$ cat src/rtl/cmtf_pkg.sv
`timescale 1ns / 1ps
// cmtf_pkg: shared types, widths and codes of the cube map texel fetch unit
// no dependencies; used by the top level and the divider pipeline

package cmtf_pkg;

	// default largest face side
	localparam int MAX_SIDE_DEF = 64;
	localparam int NUM_FACES    = 6;

	// field widths
	localparam int SIDE_W    = 7;
	localparam int DIR_W     = 16;
	localparam int FACE_W    = 3;
	localparam int TIDX_W    = 12;
	localparam int TEXEL_W   = 32;
	localparam int CHAN_W    = 8;
	localparam int CFG_IDX_W = 1;

	// divider datapath: numerator holds (minor+major)*(side-1), denominator 2*major
	localparam int NUM_W = DIR_W + SIDE_W + 1;
	localparam int DEN_W = DIR_W + 1;
	// texel offset within a face, x + y*width with both sides below 128
	localparam int IDX_W = 2 * SIDE_W;

	// item operations
	typedef enum logic {
		OP_STORE  = 1'b0,
		OP_LOOKUP = 1'b1
	} op_t;

	// configuration register indexes
	typedef enum logic [CFG_IDX_W-1:0] {
		CFG_FACE_WIDTH  = 1'b0,
		CFG_FACE_HEIGHT = 1'b1
	} cfg_reg_t;

	// face codes
	localparam logic [FACE_W-1:0] FACE_POS_X = 3'd0;
	localparam logic [FACE_W-1:0] FACE_NEG_X = 3'd1;
	localparam logic [FACE_W-1:0] FACE_POS_Y = 3'd2;
	localparam logic [FACE_W-1:0] FACE_NEG_Y = 3'd3;
	localparam logic [FACE_W-1:0] FACE_POS_Z = 3'd4;
	localparam logic [FACE_W-1:0] FACE_NEG_Z = 3'd5;

	// opaque gray returned when no axis is strictly largest
	localparam logic [CHAN_W-1:0] GRAY_LEVEL   = 8'd128;
	localparam logic [CHAN_W-1:0] OPAQUE_ALPHA = 8'd255;

	typedef struct packed {
		op_t                      operation;
		logic [FACE_W-1:0]        face;
		logic [TIDX_W-1:0]        texel_index;
		logic [TEXEL_W-1:0]       texel_value;
		logic signed [DIR_W-1:0]  dir_x;
		logic signed [DIR_W-1:0]  dir_y;
		logic signed [DIR_W-1:0]  dir_z;
	} in_item_t;

	typedef struct packed {
		logic [CHAN_W-1:0] red;
		logic [CHAN_W-1:0] green;
		logic [CHAN_W-1:0] blue;
		logic [CHAN_W-1:0] alpha;
		logic              tie_seen;
		logic [FACE_W-1:0] hit_face;
	} out_item_t;

endpackage

$ cat src/rtl/cmtf_div.sv
`timescale 1ns / 1ps
// cmtf_div: pipelined restoring divider, two numerators over one denominator,
// one quotient bit per stage, side data carried along; uses cmtf_pkg widths

module cmtf_div #(
	parameter int QW    = 6,
	parameter int TAG_W = 8
) (
	input  logic                       clk,
	input  logic                       arst_n,
	input  logic                       en,
	input  logic                       in_valid,
	input  logic [cmtf_pkg::NUM_W-1:0] num_a,
	input  logic [cmtf_pkg::NUM_W-1:0] num_b,
	input  logic [cmtf_pkg::DEN_W-1:0] den,
	input  logic [TAG_W-1:0]           tag_in,
	output logic                       out_valid,
	output logic [QW-1:0]              quo_a,
	output logic [QW-1:0]              quo_b,
	output logic [TAG_W-1:0]           tag_out
);

	// chain entry 0 is the input, entry j+1 is the register of stage j
	logic                       v_c    [QW+1];
	logic [cmtf_pkg::NUM_W-1:0] rema_c [QW+1];
	logic [cmtf_pkg::NUM_W-1:0] remb_c [QW+1];
	logic [cmtf_pkg::DEN_W-1:0] den_c  [QW+1];
	logic [QW-1:0]              qa_c   [QW+1];
	logic [QW-1:0]              qb_c   [QW+1];
	logic [TAG_W-1:0]           tag_c  [QW+1];

	assign v_c[0]    = in_valid;
	assign rema_c[0] = num_a;
	assign remb_c[0] = num_b;
	assign den_c[0]  = den;
	assign qa_c[0]   = '0;
	assign qb_c[0]   = '0;
	assign tag_c[0]  = tag_in;

	for (genvar j = 0; j < QW; j++) begin : g_stage
		localparam int B = QW - 1 - j;

		logic [cmtf_pkg::NUM_W-1:0] trial;
		logic [cmtf_pkg::NUM_W-1:0] rema_n;
		logic [cmtf_pkg::NUM_W-1:0] remb_n;
		logic [QW-1:0]              qa_n;
		logic [QW-1:0]              qb_n;
		logic                       v_q;
		logic [cmtf_pkg::NUM_W-1:0] rema_q;
		logic [cmtf_pkg::NUM_W-1:0] remb_q;
		logic [cmtf_pkg::DEN_W-1:0] den_q;
		logic [QW-1:0]              qa_q;
		logic [QW-1:0]              qb_q;
		logic [TAG_W-1:0]           tag_q;

		// compare and subtract the shifted denominator for quotient bit B
		always_comb begin
			trial  = cmtf_pkg::NUM_W'(den_c[j]) << B;
			rema_n = rema_c[j];
			remb_n = remb_c[j];
			qa_n   = qa_c[j];
			qb_n   = qb_c[j];
			if (rema_c[j] >= trial) begin
				rema_n = rema_c[j] - trial;
				qa_n   = qa_c[j] | (QW'(1) << B);
			end
			if (remb_c[j] >= trial) begin
				remb_n = remb_c[j] - trial;
				qb_n   = qb_c[j] | (QW'(1) << B);
			end
		end

		// stage valid
		always_ff @(posedge clk or negedge arst_n) begin
			if (!arst_n) begin
				v_q <= 1'b0;
			end else if (en) begin
				v_q <= v_c[j];
			end
		end

		// stage payload
		always_ff @(posedge clk) begin
			if (en) begin
				rema_q <= rema_n;
				remb_q <= remb_n;
				den_q  <= den_c[j];
				qa_q   <= qa_n;
				qb_q   <= qb_n;
				tag_q  <= tag_c[j];
			end
		end

		assign v_c[j+1]    = v_q;
		assign rema_c[j+1] = rema_q;
		assign remb_c[j+1] = remb_q;
		assign den_c[j+1]  = den_q;
		assign qa_c[j+1]   = qa_q;
		assign qb_c[j+1]   = qb_q;
		assign tag_c[j+1]  = tag_q;
	end

	assign out_valid = v_c[QW];
	assign quo_a     = qa_c[QW];
	assign quo_b     = qb_c[QW];
	assign tag_out   = tag_c[QW];

endmodule

$ cat config.mk
export PLATFORM = sky130hd
export DESIGN_NAME = cmtf_div
export DESIGN_NICKNAME = d
export VERILOG_FILES = /design/src/rtl/cmtf_pkg.sv /design/src/rtl/cmtf_div.sv
export SDC_FILE = /design/constraint.sdc
export NUM_CORES = 1
export LEC_CHECK = 0
export CAP_MARGIN = 20
export CORE_MARGIN = 2
export CORE_UTILIZATION = 55
export CTS_CLUSTER_DIAMETER = 200
export DETAILED_ROUTE_END_ITERATION = 16
export DONT_BUFFER_PORTS = 1
export PLACE_DENSITY = 0.8
export SYNTH_ARGS = -nofsm -noshare
export SYNTH_HDL_FRONTEND = slang
export SYNTH_SLANG_ARGS = --single-unit
$ cat constraint.sdc
create_clock -name clk -period 2.95 [get_ports clk]
set_input_delay 0.295 -clock clk [delete_from_list [all_inputs] [get_ports clk]]
set_output_delay 0.295 -clock clk [all_outputs]
set_load 0.1 [all_outputs]
# Word level (Yosys, flattened, before mapping)
# Index checks and enable logic that the tools add are counted.
[word_totals]
out_inout_bits = 21
regBits = 451
[classes]
magnitude_cmp = 12
muxes = 12
add_sub_neg = 10
[ops]
columns = ["op", "n"]
rows = [
  ["24-bit two-way mux", 10],
  ["24-bit by 17-bit greater-or-equal comparator with 1-bit output", 2],
  ["24-bit by 18-bit greater-or-equal comparator with 1-bit output", 2],
  ["24-bit by 19-bit greater-or-equal comparator with 1-bit output", 2],
  ["24-bit by 20-bit greater-or-equal comparator with 1-bit output", 2],
  ["24-bit by 21-bit greater-or-equal comparator with 1-bit output", 2],
  ["24-bit by 22-bit greater-or-equal comparator with 1-bit output", 2],
  ["24-bit by 18-bit subtractor with 24-bit output", 2],
  ["24-bit by 19-bit subtractor with 24-bit output", 2],
  ["24-bit by 20-bit subtractor with 24-bit output", 2],
  ["24-bit by 21-bit subtractor with 24-bit output", 2],
  ["24-bit by 22-bit subtractor with 24-bit output", 2],
  ["6-bit two-way mux", 2],
]

# Logic depth before layout (Yosys ltp)
# Gate-level depths: netlist of run 1.
[logic_depth]
ltp_word = 2
ltp_mapped = 13

# Worst setup path after synthesis of run 1
# Ideal clock, no wire load.
[synth_timing]
kind = "register to register"
start = "register g_stage[2].remb_q[2] (netlist name)"
end = "register g_stage[3].remb_q[14] (netlist name), data pin"
period_less_slack_ns = 2.805
required_ns = 2.684
stages_incl_launch_ff = 13
path_slack_ns = 0.145
arrival_ns = 2.538
path_buffers = 2
cell_sequence = "edfxtp_1 inv_1 ha_1 inv_1 fa_1 a211oi_1 nor2_1 o31ai_1 o21ai_1 a21oi_1 buf_2 buf_1 o21ai_1"
[synth_via]
elab_chain_len = 2
[synth_rtl]
columns = ["element", "line", "source"]
rows = [
  ["start: declaration", "cmtf_div.sv:50", "logic [cmtf_pkg::NUM_W-1:0] remb_q;"],
  ["start signal: assignment", "cmtf_div.sv:86", "remb_q <= remb_n;"],
  ["24-bit by 19-bit subtractor with 24-bit output / 24-bit by 19-bit greater-or-equal comparator with 1-bit output (equally long branches)", "cmtf_div.sv:68, cmtf_div.sv:67", ""],
  ["24-bit two-way mux *", "cmtf_div.sv:67", "if (remb_c[j] >= trial) begin"],
  ["net g_stage[3].remb_n, one bit", "cmtf_div.sv:45", "logic [cmtf_pkg::NUM_W-1:0] remb_n;"],
  ["end signal: assignment", "cmtf_div.sv:86", ""],
  ["end: declaration", "cmtf_div.sv:50", ""],
]
# Mark *: on every way through the listed nets, which the timed path passes. The rest lies on a longest branch.
# A chain may end at the register's enable or synchronous reset.

# Worst setup path after layout of run 1
[layout_timing]
start = "register g_stage[3].den_q[12] (netlist name)"
end = "register g_stage[4].rema_q[6] (netlist name), data pin"
[layout_via]
elab_chain_len = 2
[layout_rtl]
columns = ["element", "line", "source"]
rows = [
  ["start: declaration", "cmtf_div.sv:51", "logic [cmtf_pkg::DEN_W-1:0] den_q;"],
  ["start signal: assignment", "cmtf_div.sv:87", "den_q <= den_c[j];"],
  ["24-bit by 18-bit greater-or-equal comparator with 1-bit output", "cmtf_div.sv:63", "if (rema_c[j] >= trial) begin"],
  ["24-bit two-way mux", "cmtf_div.sv:63", ""],
  ["net g_stage[4].rema_n, one bit", "cmtf_div.sv:44", "logic [cmtf_pkg::NUM_W-1:0] rema_n;"],
  ["end signal: assignment", "cmtf_div.sv:85", "rema_q <= rema_n;"],
  ["end: declaration", "cmtf_div.sv:49", "logic [cmtf_pkg::NUM_W-1:0] rema_q;"],
]
# The timed path passes the listed nets, and every way through them passes these cells.

==> summary.txt, run 1 <==
STA
  • Final Cycle Share: 97.9%
  • Hold Fails Final Rpt: 17
  • Worst Skew: 0.0308 ns
  • Post-route minimum period: a little under 3 ns
  • Smallest hold slack: -0.158 ns
  • Setup TNS: 0 ns
  • Setup violators final: 0
  • Fmax: 0.346 GHz
  • Worst slew margin: -62.2%
  • Worst-Margin Slew: 2.43 ns
  • Final-report max-slew violation count: 290
  • Setup WS post-layout: 0.0605 ns

Global route
  • Vias in the first global route: 18500
  • Grt ovf: 0
  • Global Route Usage Sum: 25.6%
  • First-pass GRT wire length: 95900 um
  • Initial antenna violation count: 0
  • Largest net degree at the start of global routing: 422

Setup path
  • Startpoint types: flop
  • Worst path bufs/invs: 3
  • Crit. path cell count: 10
  • FF-to-FF setup slack: 0.06 ns
  • Crit Path Class: reg -> reg
  • WP data required: 3.27 ns
  • Reg2reg path depth: 10
  • Critical path endpoint: g_stage[4].rema_q[6]
  • R2r endpoint: g_stage[4].rema_q[6]
  • Worst path arrival time: 3.21 ns
  • RR Startpoint: g_stage[3].den_q[12]
  • Max stage delay on crit path: 0.41 ns
  • CP endpoint kind: flop
  • Crit Path Max Fanout: 19
  • Sequence of cells on the critical path: inv_1 > ha_1 > a21o_1 > a21o_1 > a221oi_1 > o221ai_1 > a21oi_2 > buf_12 > buf_4 > o21ai_1
  • Worst path top cell family by delay: compound AO/OA/AOI/OAI gates
  • Most common cell on crit path: a21o_1
  • Critical path origin: g_stage[3].den_q[12]
  • Critical path's slowest cell: edfxtp_1

Synthesis
  • Synth Net Count: roughly 2600
  • Cells after Synth: 2298
  • Yosys cell types: 82
  • Area leader, netlist: edfxtp_1
  • Number of flops mapped to enable cells by yosys: 415
  • Flops & latches, synth: 421
  • Post-synthesis async set-or-reset flop share: 1.43%
  • Ys flop type: edfxtp_1
  • Seq/Total Area, Yosys: 49.9%
  • Mapped Avg Cell Area: 11.0 um^2
  • Synth top area share: 49.3%
  • Synthesis Warnings: 0
  • Synthesized area: ~25000 um^2
  • Area contributors post-synth: edfxtp_1 49%, ha_1 10%, a21oi_1 3.0%

Power
  • Power Dens Cells: 822 nW/um^2
  • Leakage: 11.6 nW
  • Worst vdd ir: 0.000497 V

Placed design
  • Dpl ws: -0.154 ns
  • Routability congestion estimate from global placement: slightly below 1
  • Final HPWL from detailed placement: around 46000 um
  • Port bufs: 0
  • DP Cell Count: 2973

Route
  • WL final: 60800 um
  • DR vias: between 15000 and 20000
  • Initial DRC count: between 1500 and 2000
  • Drt pass-1 iters: 5
  • WL/cell: 19.4 um
  • Vias per inst: 5.91
  • ANT nets after route: 0
  • Residual DRC count: 0

Job
  • Max-Cap Viols: 0

CTS
  • Cts hold-fix bufs: 72
  • Root Driver: clkbuf_16
  • CTS tree: done
  • Clk slew on worst S/H paths: 0.06 ns
  • Htree depth: 2
  • Clk_lat worst skew: 0.59 ns
  • CTS sink count: 421
  • Worst-case clock buffer depth: 3
  • Num CTS Buffers: 45

Min path
  • Worst Hold Class: in -> reg

Layout
  • # diodes: 0
  • Filler cells: 3493
  • Share of layout cells above drive strength 1: 11.0%
  • Total Nets Final: 2791
  • Area Growth Syn to Fin: 15.9%
  • Final Instance Count excl. Fillers: 3135

Die
  • Die Span X: about 220 um
  • Initial Utilization: a little under three fifths
  • Die area: 47700 um^2
  • IO Pins: 98
  • Core area: 45400 um^2
  • Die Span Y: between 200 and 250 um
  • Row count: 78

Outcome
  • Status: complete, but fails checks
  • Failing checks: hold timing, slew limit
-- timing repair --
item,CTS,global route
hold endpoints to repair,332,236
pin swaps,2,15
buffers inserted,5,3
setup endpoints to repair,13,80
cloned,0,0
gates resized for setup,7,40
-- Yosys cell counts (19+ instances only) --
cell type,count
edfxtp_1,415
ha_1,204
nand2_1,187
inv_1,159
a21oi_1,154
nor2_1,133
o21ai_1,110
xnor2_1,82
a21o_1,76
o21ai_0,62
xor2_1,56
mux2_1,46
nor3_1,45
o21a_1,40
nand3_1,34
a211oi_1,32
clkbuf_1,29
nor2b_1,29
nand2b_1,24
nand4_1,23
nor4_1,21
o21bai_1,19
o31ai_1,19
-- routing by layer --
layer	vias to the layer above	part of all wire (%)	GRT usage [%]
li1	9026	-	-
met1	8787	41	30.7
met2	565	50	45.6
met3	158	4.4	3.55
met4	0	4.8	11.7
met5	-	0	0
-- registers in the layout (all words and copies together) (netlist names) --
register,cells
tag_out,8
g_stage.v_q,5
g_stage.den_q,85
quo_b,6
g_stage.remb_q,120
quo_a,6
out_valid,1
g_stage.tag_q,40
g_stage.qa_q,15
g_stage.rema_q,120
g_stage.qb_q,15
-- placed cells by master, fill, tap and decap left out, drive strengths merged, types with 8 or more instances in the layout --
master,Yosys,routed
or4,9,9
xor2,56,56
buf,21,133
nor3,45,45
a21oi,155,155
xnor2,82,82
mux2,62,62
and4,8,8
nand2,188,188
o31ai,21,21
a31oi,18,18
o21ai,173,173
nor2,134,134
nand2b,24,24
a21o,76,76
a211o,17,17
inv,167,171
a31o,8,8
nor4b,8,8
clkbuf,29,57
nand4,23,23
a211oi,32,32
o21bai,19,19
fa,10,10
or3,10,10
and2,10,10
and3,11,11
o211ai,14,14
o31a,8,8
a21boi,14,14
nand3,34,34
clkinv,0,13
dlygate4sd3,0,72
ha,204,204
nand4b,8,8
nor4,21,21
mux2i,10,10
nor2b,29,29
o21a,40,40
edfxtp,415,415
-- report_power, final --
| part | total [W] | leakage [nW] | switching (W) | internal, W |
|---|---|---|---|---|
| clock network | 0.00551 | 0.692 | 0.00231 | 0.00320 |
| registers | 0.00932 | 4.09 | 0.000925 | 0.00839 |
| logic | 0.00927 | 6.82 | 0.00505 | 0.00422 |
| total | 0.0241 | 11.6 | 0.00828 | 0.0158 |
-- worst min path at each step --
stage | slack [ns] | startpoint | to | cells after the start
6_report | -0.16 | en | g_stage[4].rema_q[2] | 0
5_1_grt | -0.19 | en | g_stage[4].rema_q[3] | 0
4_1_cts | -0.14 | en | g_stage[4].rema_q[2] | 0
3_5_place_dp | -0.0005 | arst_n | out_valid | 0
3_3_place_gp | -0.0005 | arst_n | out_valid | 0
2_1_floorplan | -0.0006 | arst_n | g_stage[0].v_q | 0
-- final cells by class --
| class | count | area [um^2] | area share [%] |
|---|---|---|---|
| well taps | 600 | 751 | 2.56 |
| clock inverters | 25 | 234 | 0.798 |
| flip-flops and latches | 421 | 12600 | 43.0 |
| clock buffers | 57 | 1210 | 4.14 |
| repair buffers | 205 | 1830 | 6.25 |
| multi-input cells | 1660 | 12000 | 41.1 |
| inverters | 167 | 627 | 2.14 |
-- logic make-up (layout without fill, tap and decap cells) --
kind of cell / after synthesis / in the layout / share of synthesized area (%)
compound gates: 649 / 649 / 16.5
mux: 72 / 72 / 3.16
flops: 421 / 421 / 49.9
buf+inv: 217 / 454 / 3.37
fa+ha+maj: 214 / 214 / 10.9
xor+xnor: 138 / 138 / 4.78
simple gates: 587 / 587 / 11.4
-- stage by stage --
stage               total power, W  hold slack, ns  instance area (um^2)  utilization (%)
global placement            0.0179       -0.000464                 26900             59.2
floorplan                   0.0155       -0.000591                 25300                -
CTS                         0.0239          -0.140                 29100             64.1
global route                0.0255          -0.188                 29300             64.6
detailed placement          0.0182       -0.000496                 26900             59.2
finish                      0.0241          -0.158                 29300             64.6
Note: power is estimated with default switching activity, not from simulation.
==> run 2: changes to the inputs <==
--- a/config.mk
+++ b/config.mk
@@ -11,7 +11,7 @@
 export CTS_CLUSTER_DIAMETER = 200
 export DETAILED_ROUTE_END_ITERATION = 16
 export DONT_BUFFER_PORTS = 1
-export PLACE_DENSITY = 0.8
+export PLACE_DENSITY = 0.73
 export SYNTH_ARGS = -nofsm -noshare
 export SYNTH_HDL_FRONTEND = slang
 export SYNTH_SLANG_ARGS = --single-unit
==> run 2 against run 1 <==
Effect of this change: critical endpoint is now g_stage[2].rema_q[6]; worst setup slack better by 0.0079 ns; the run ends with hold timing left; register-to-register slack is essentially flat; highest routed layer unchanged; clock skew is 0.012 ns lower.
==> summary.txt, run 2 (synthesis gave the netlist of run 1 again) <==
Outcome
  • Status: complete, but fails checks
  • Failing checks: hold timing

Placed design
  • Routability congestion estimate from global placement: 0.970
  • Final HPWL from detailed placement: ~46000 um
  • Port bufs: 0
  • DP Cell Count: roughly 3000

STA
  • Smallest hold slack: -0.134 ns
  • Final Cycle Share: about 100%
  • Fmax: roughly 0.35 GHz
  • Worst slew margin: 34.5%
  • Final-report max-slew violation count: 0
  • Post-route minimum period: between 2 and 3 ns
  • Hold Fails Final Rpt: 32
  • Setup violators final: 0
  • RSZ-0062 raised after global routing: true
  • Worst-Margin Slew: roughly 1 ns
  • Worst Skew: 0.0188 ns

Job
  • Max-Cap Viols: 0

Setup path
  • Worst path arrival time: 3.20 ns
  • WP data required: ~3.3 ns
  • Crit Path Class: reg -> reg
  • Crit Path Max Fanout: 22
  • CP endpoint kind: flop
  • Startpoint types: flop

Global route
  • First-pass GRT wire length: 95100 um
  • Global Route Usage Sum: 25.5%
  • Vias in the first global route: 18500
  • Initial antenna violation count: 0
  • Grt ovf: 0
  • Largest net degree at the start of global routing: 422

Power
  • Worst vdd ir: 0.000454 V
  • Leakage: 11.7 nW
  • Power Dens Cells: just over 800 nW/um^2

Die
  • Core area: 45400 um^2
  • Row count: 78
  • Die Span Y: ~220 um
  • IO Pins: 98
  • Initial Utilization: 55.7%
  • Die area: between 40000 and 50000 um^2
  • Die Span X: 218 um

Layout
  • Most common cell after layout, fill and taps aside: edfxtp_1
  • Area Growth Syn to Fin: 16.3%
  • Share of layout cells above drive strength 1: between 10% and 20%
  • Most frequent cells in the layout: 415 x edfxtp_1, 202 x ha_1, 187 x nand2_1
  • Final Instance Count excl. Fillers: 3149
  • Total Nets Final: 2806
  • Biggest regs: g_stage.rema_q: 120 flops, g_stage.remb_q: 120 flops, g_stage.den_q: 85 flops

Route
  • Initial DRC count: 1276
  • ANT nets after route: 0
  • WL/cell: 19.2 um
  • Drt pass-1 iters: 5
  • Vias per inst: 5.83
  • DR vias: 18400
  • Residual DRC count: 0
  • WL final: 60500 um

Min path
  • Worst Hold Class: in -> reg

CTS
  • Num CTS Buffers: 45
  • CTS tree: done
  • CTS sink count: 421
  • Root Driver: clkbuf_16
  • Worst-case clock buffer depth: 3
  • Cts hold-fix bufs: 71
  • Clk slew on worst S/H paths: 0.06 ns
  • Clk_lat worst skew: 0.58 ns
  • Htree depth: 2
## run 2: changes by cell type in the layout (fill, tap and decap cells not counted), sizes merged, moves of 2 or more
cell and delta:
clkinvlp +2, inv +5, clkbuf -6, buf +15
## run 2: per-stage QoR
step                      worst slack, ns  utilization, %  power, W  TNS [ns]  area, um^2
after global placement             -0.203            59.4    0.0180     -2.80       27000
after CTS                         0.00189            64.2    0.0238         0       29100
after global routing              -0.0866            64.8    0.0254    -0.690       29400
final                              0.0684            64.8    0.0239         0       29400
after detailed placement           -0.269            59.4    0.0182     -3.65       27000
after floorplan                     0.145               -    0.0155         0       25300
## run 2: final timing paths
path | from | end | slack, ns | cells past startpoint
worst max-delay path | g_stage[1].den_q[1] | g_stage[2].rema_q[6] | 0.07 | 10
worst min-delay path | en | quo_a[1] | -0.13 | 0
worst max register to register | g_stage[1].den_q[1] | g_stage[2].rema_q[6] | 0.07 | 10
worst min register to register | g_stage[2].tag_q[3] | g_stage[3].tag_q[3] | 0.40 | 0
max in group asynchronous | arst_n | out_valid | 2.70 | 1
min in group asynchronous | arst_n | g_stage[3].v_q | 0.03 | 1
## run 2: critical path, stage by stage, from the launching register on
cell and delay, ns:
edfxtp_1 0.39, inv_1 0.11, ha_1 0.24, nor2b_1 0.15
o31a_1 0.27, o32a_1 0.39, o2111ai_1 0.41, o2bb2ai_4 0.21
buf_6 0.23, a211oi_1 0.07, a21o_1 0.16
## run 2: where the power goes
group          switching [W]  internal [W]  total, W
registers           0.000957       0.00838   0.00934
clock network        0.00232       0.00301   0.00533
logic                0.00500       0.00426   0.00926
## run 2: layout make-up
class	instances	area, um^2
Fill cell	3505	16000
Multi-Input combinational cell	1660	12100
Clock inverter	30	249
Antenna cell	1	2.50
Clock buffer	50	1140
Tap cell	600	751
Inverter	167	627
Timing Repair Buffer	220	1940
Sequential cell	421	12600
## run 2: repair_timing
action,4_1_cts,5_1_grt
endpoints found under the setup margin,32,66
endpoints found under the hold margin,382,313
gates cloned,0,2
setup buffers,2,5
pin swaps,3,10
gates resized for setup,8,47
## run 2: per-layer routing
metal	wire length, um	up-vias	track usage (%)	share of wire, %
met1	24500	8683	29.8	41
li1	-	9076	-	-
met5	0	-	0	0
met3	2310	127	3.51	3.8
met4	2400	0	9.66	4.0
met2	31300	484	47.1	52
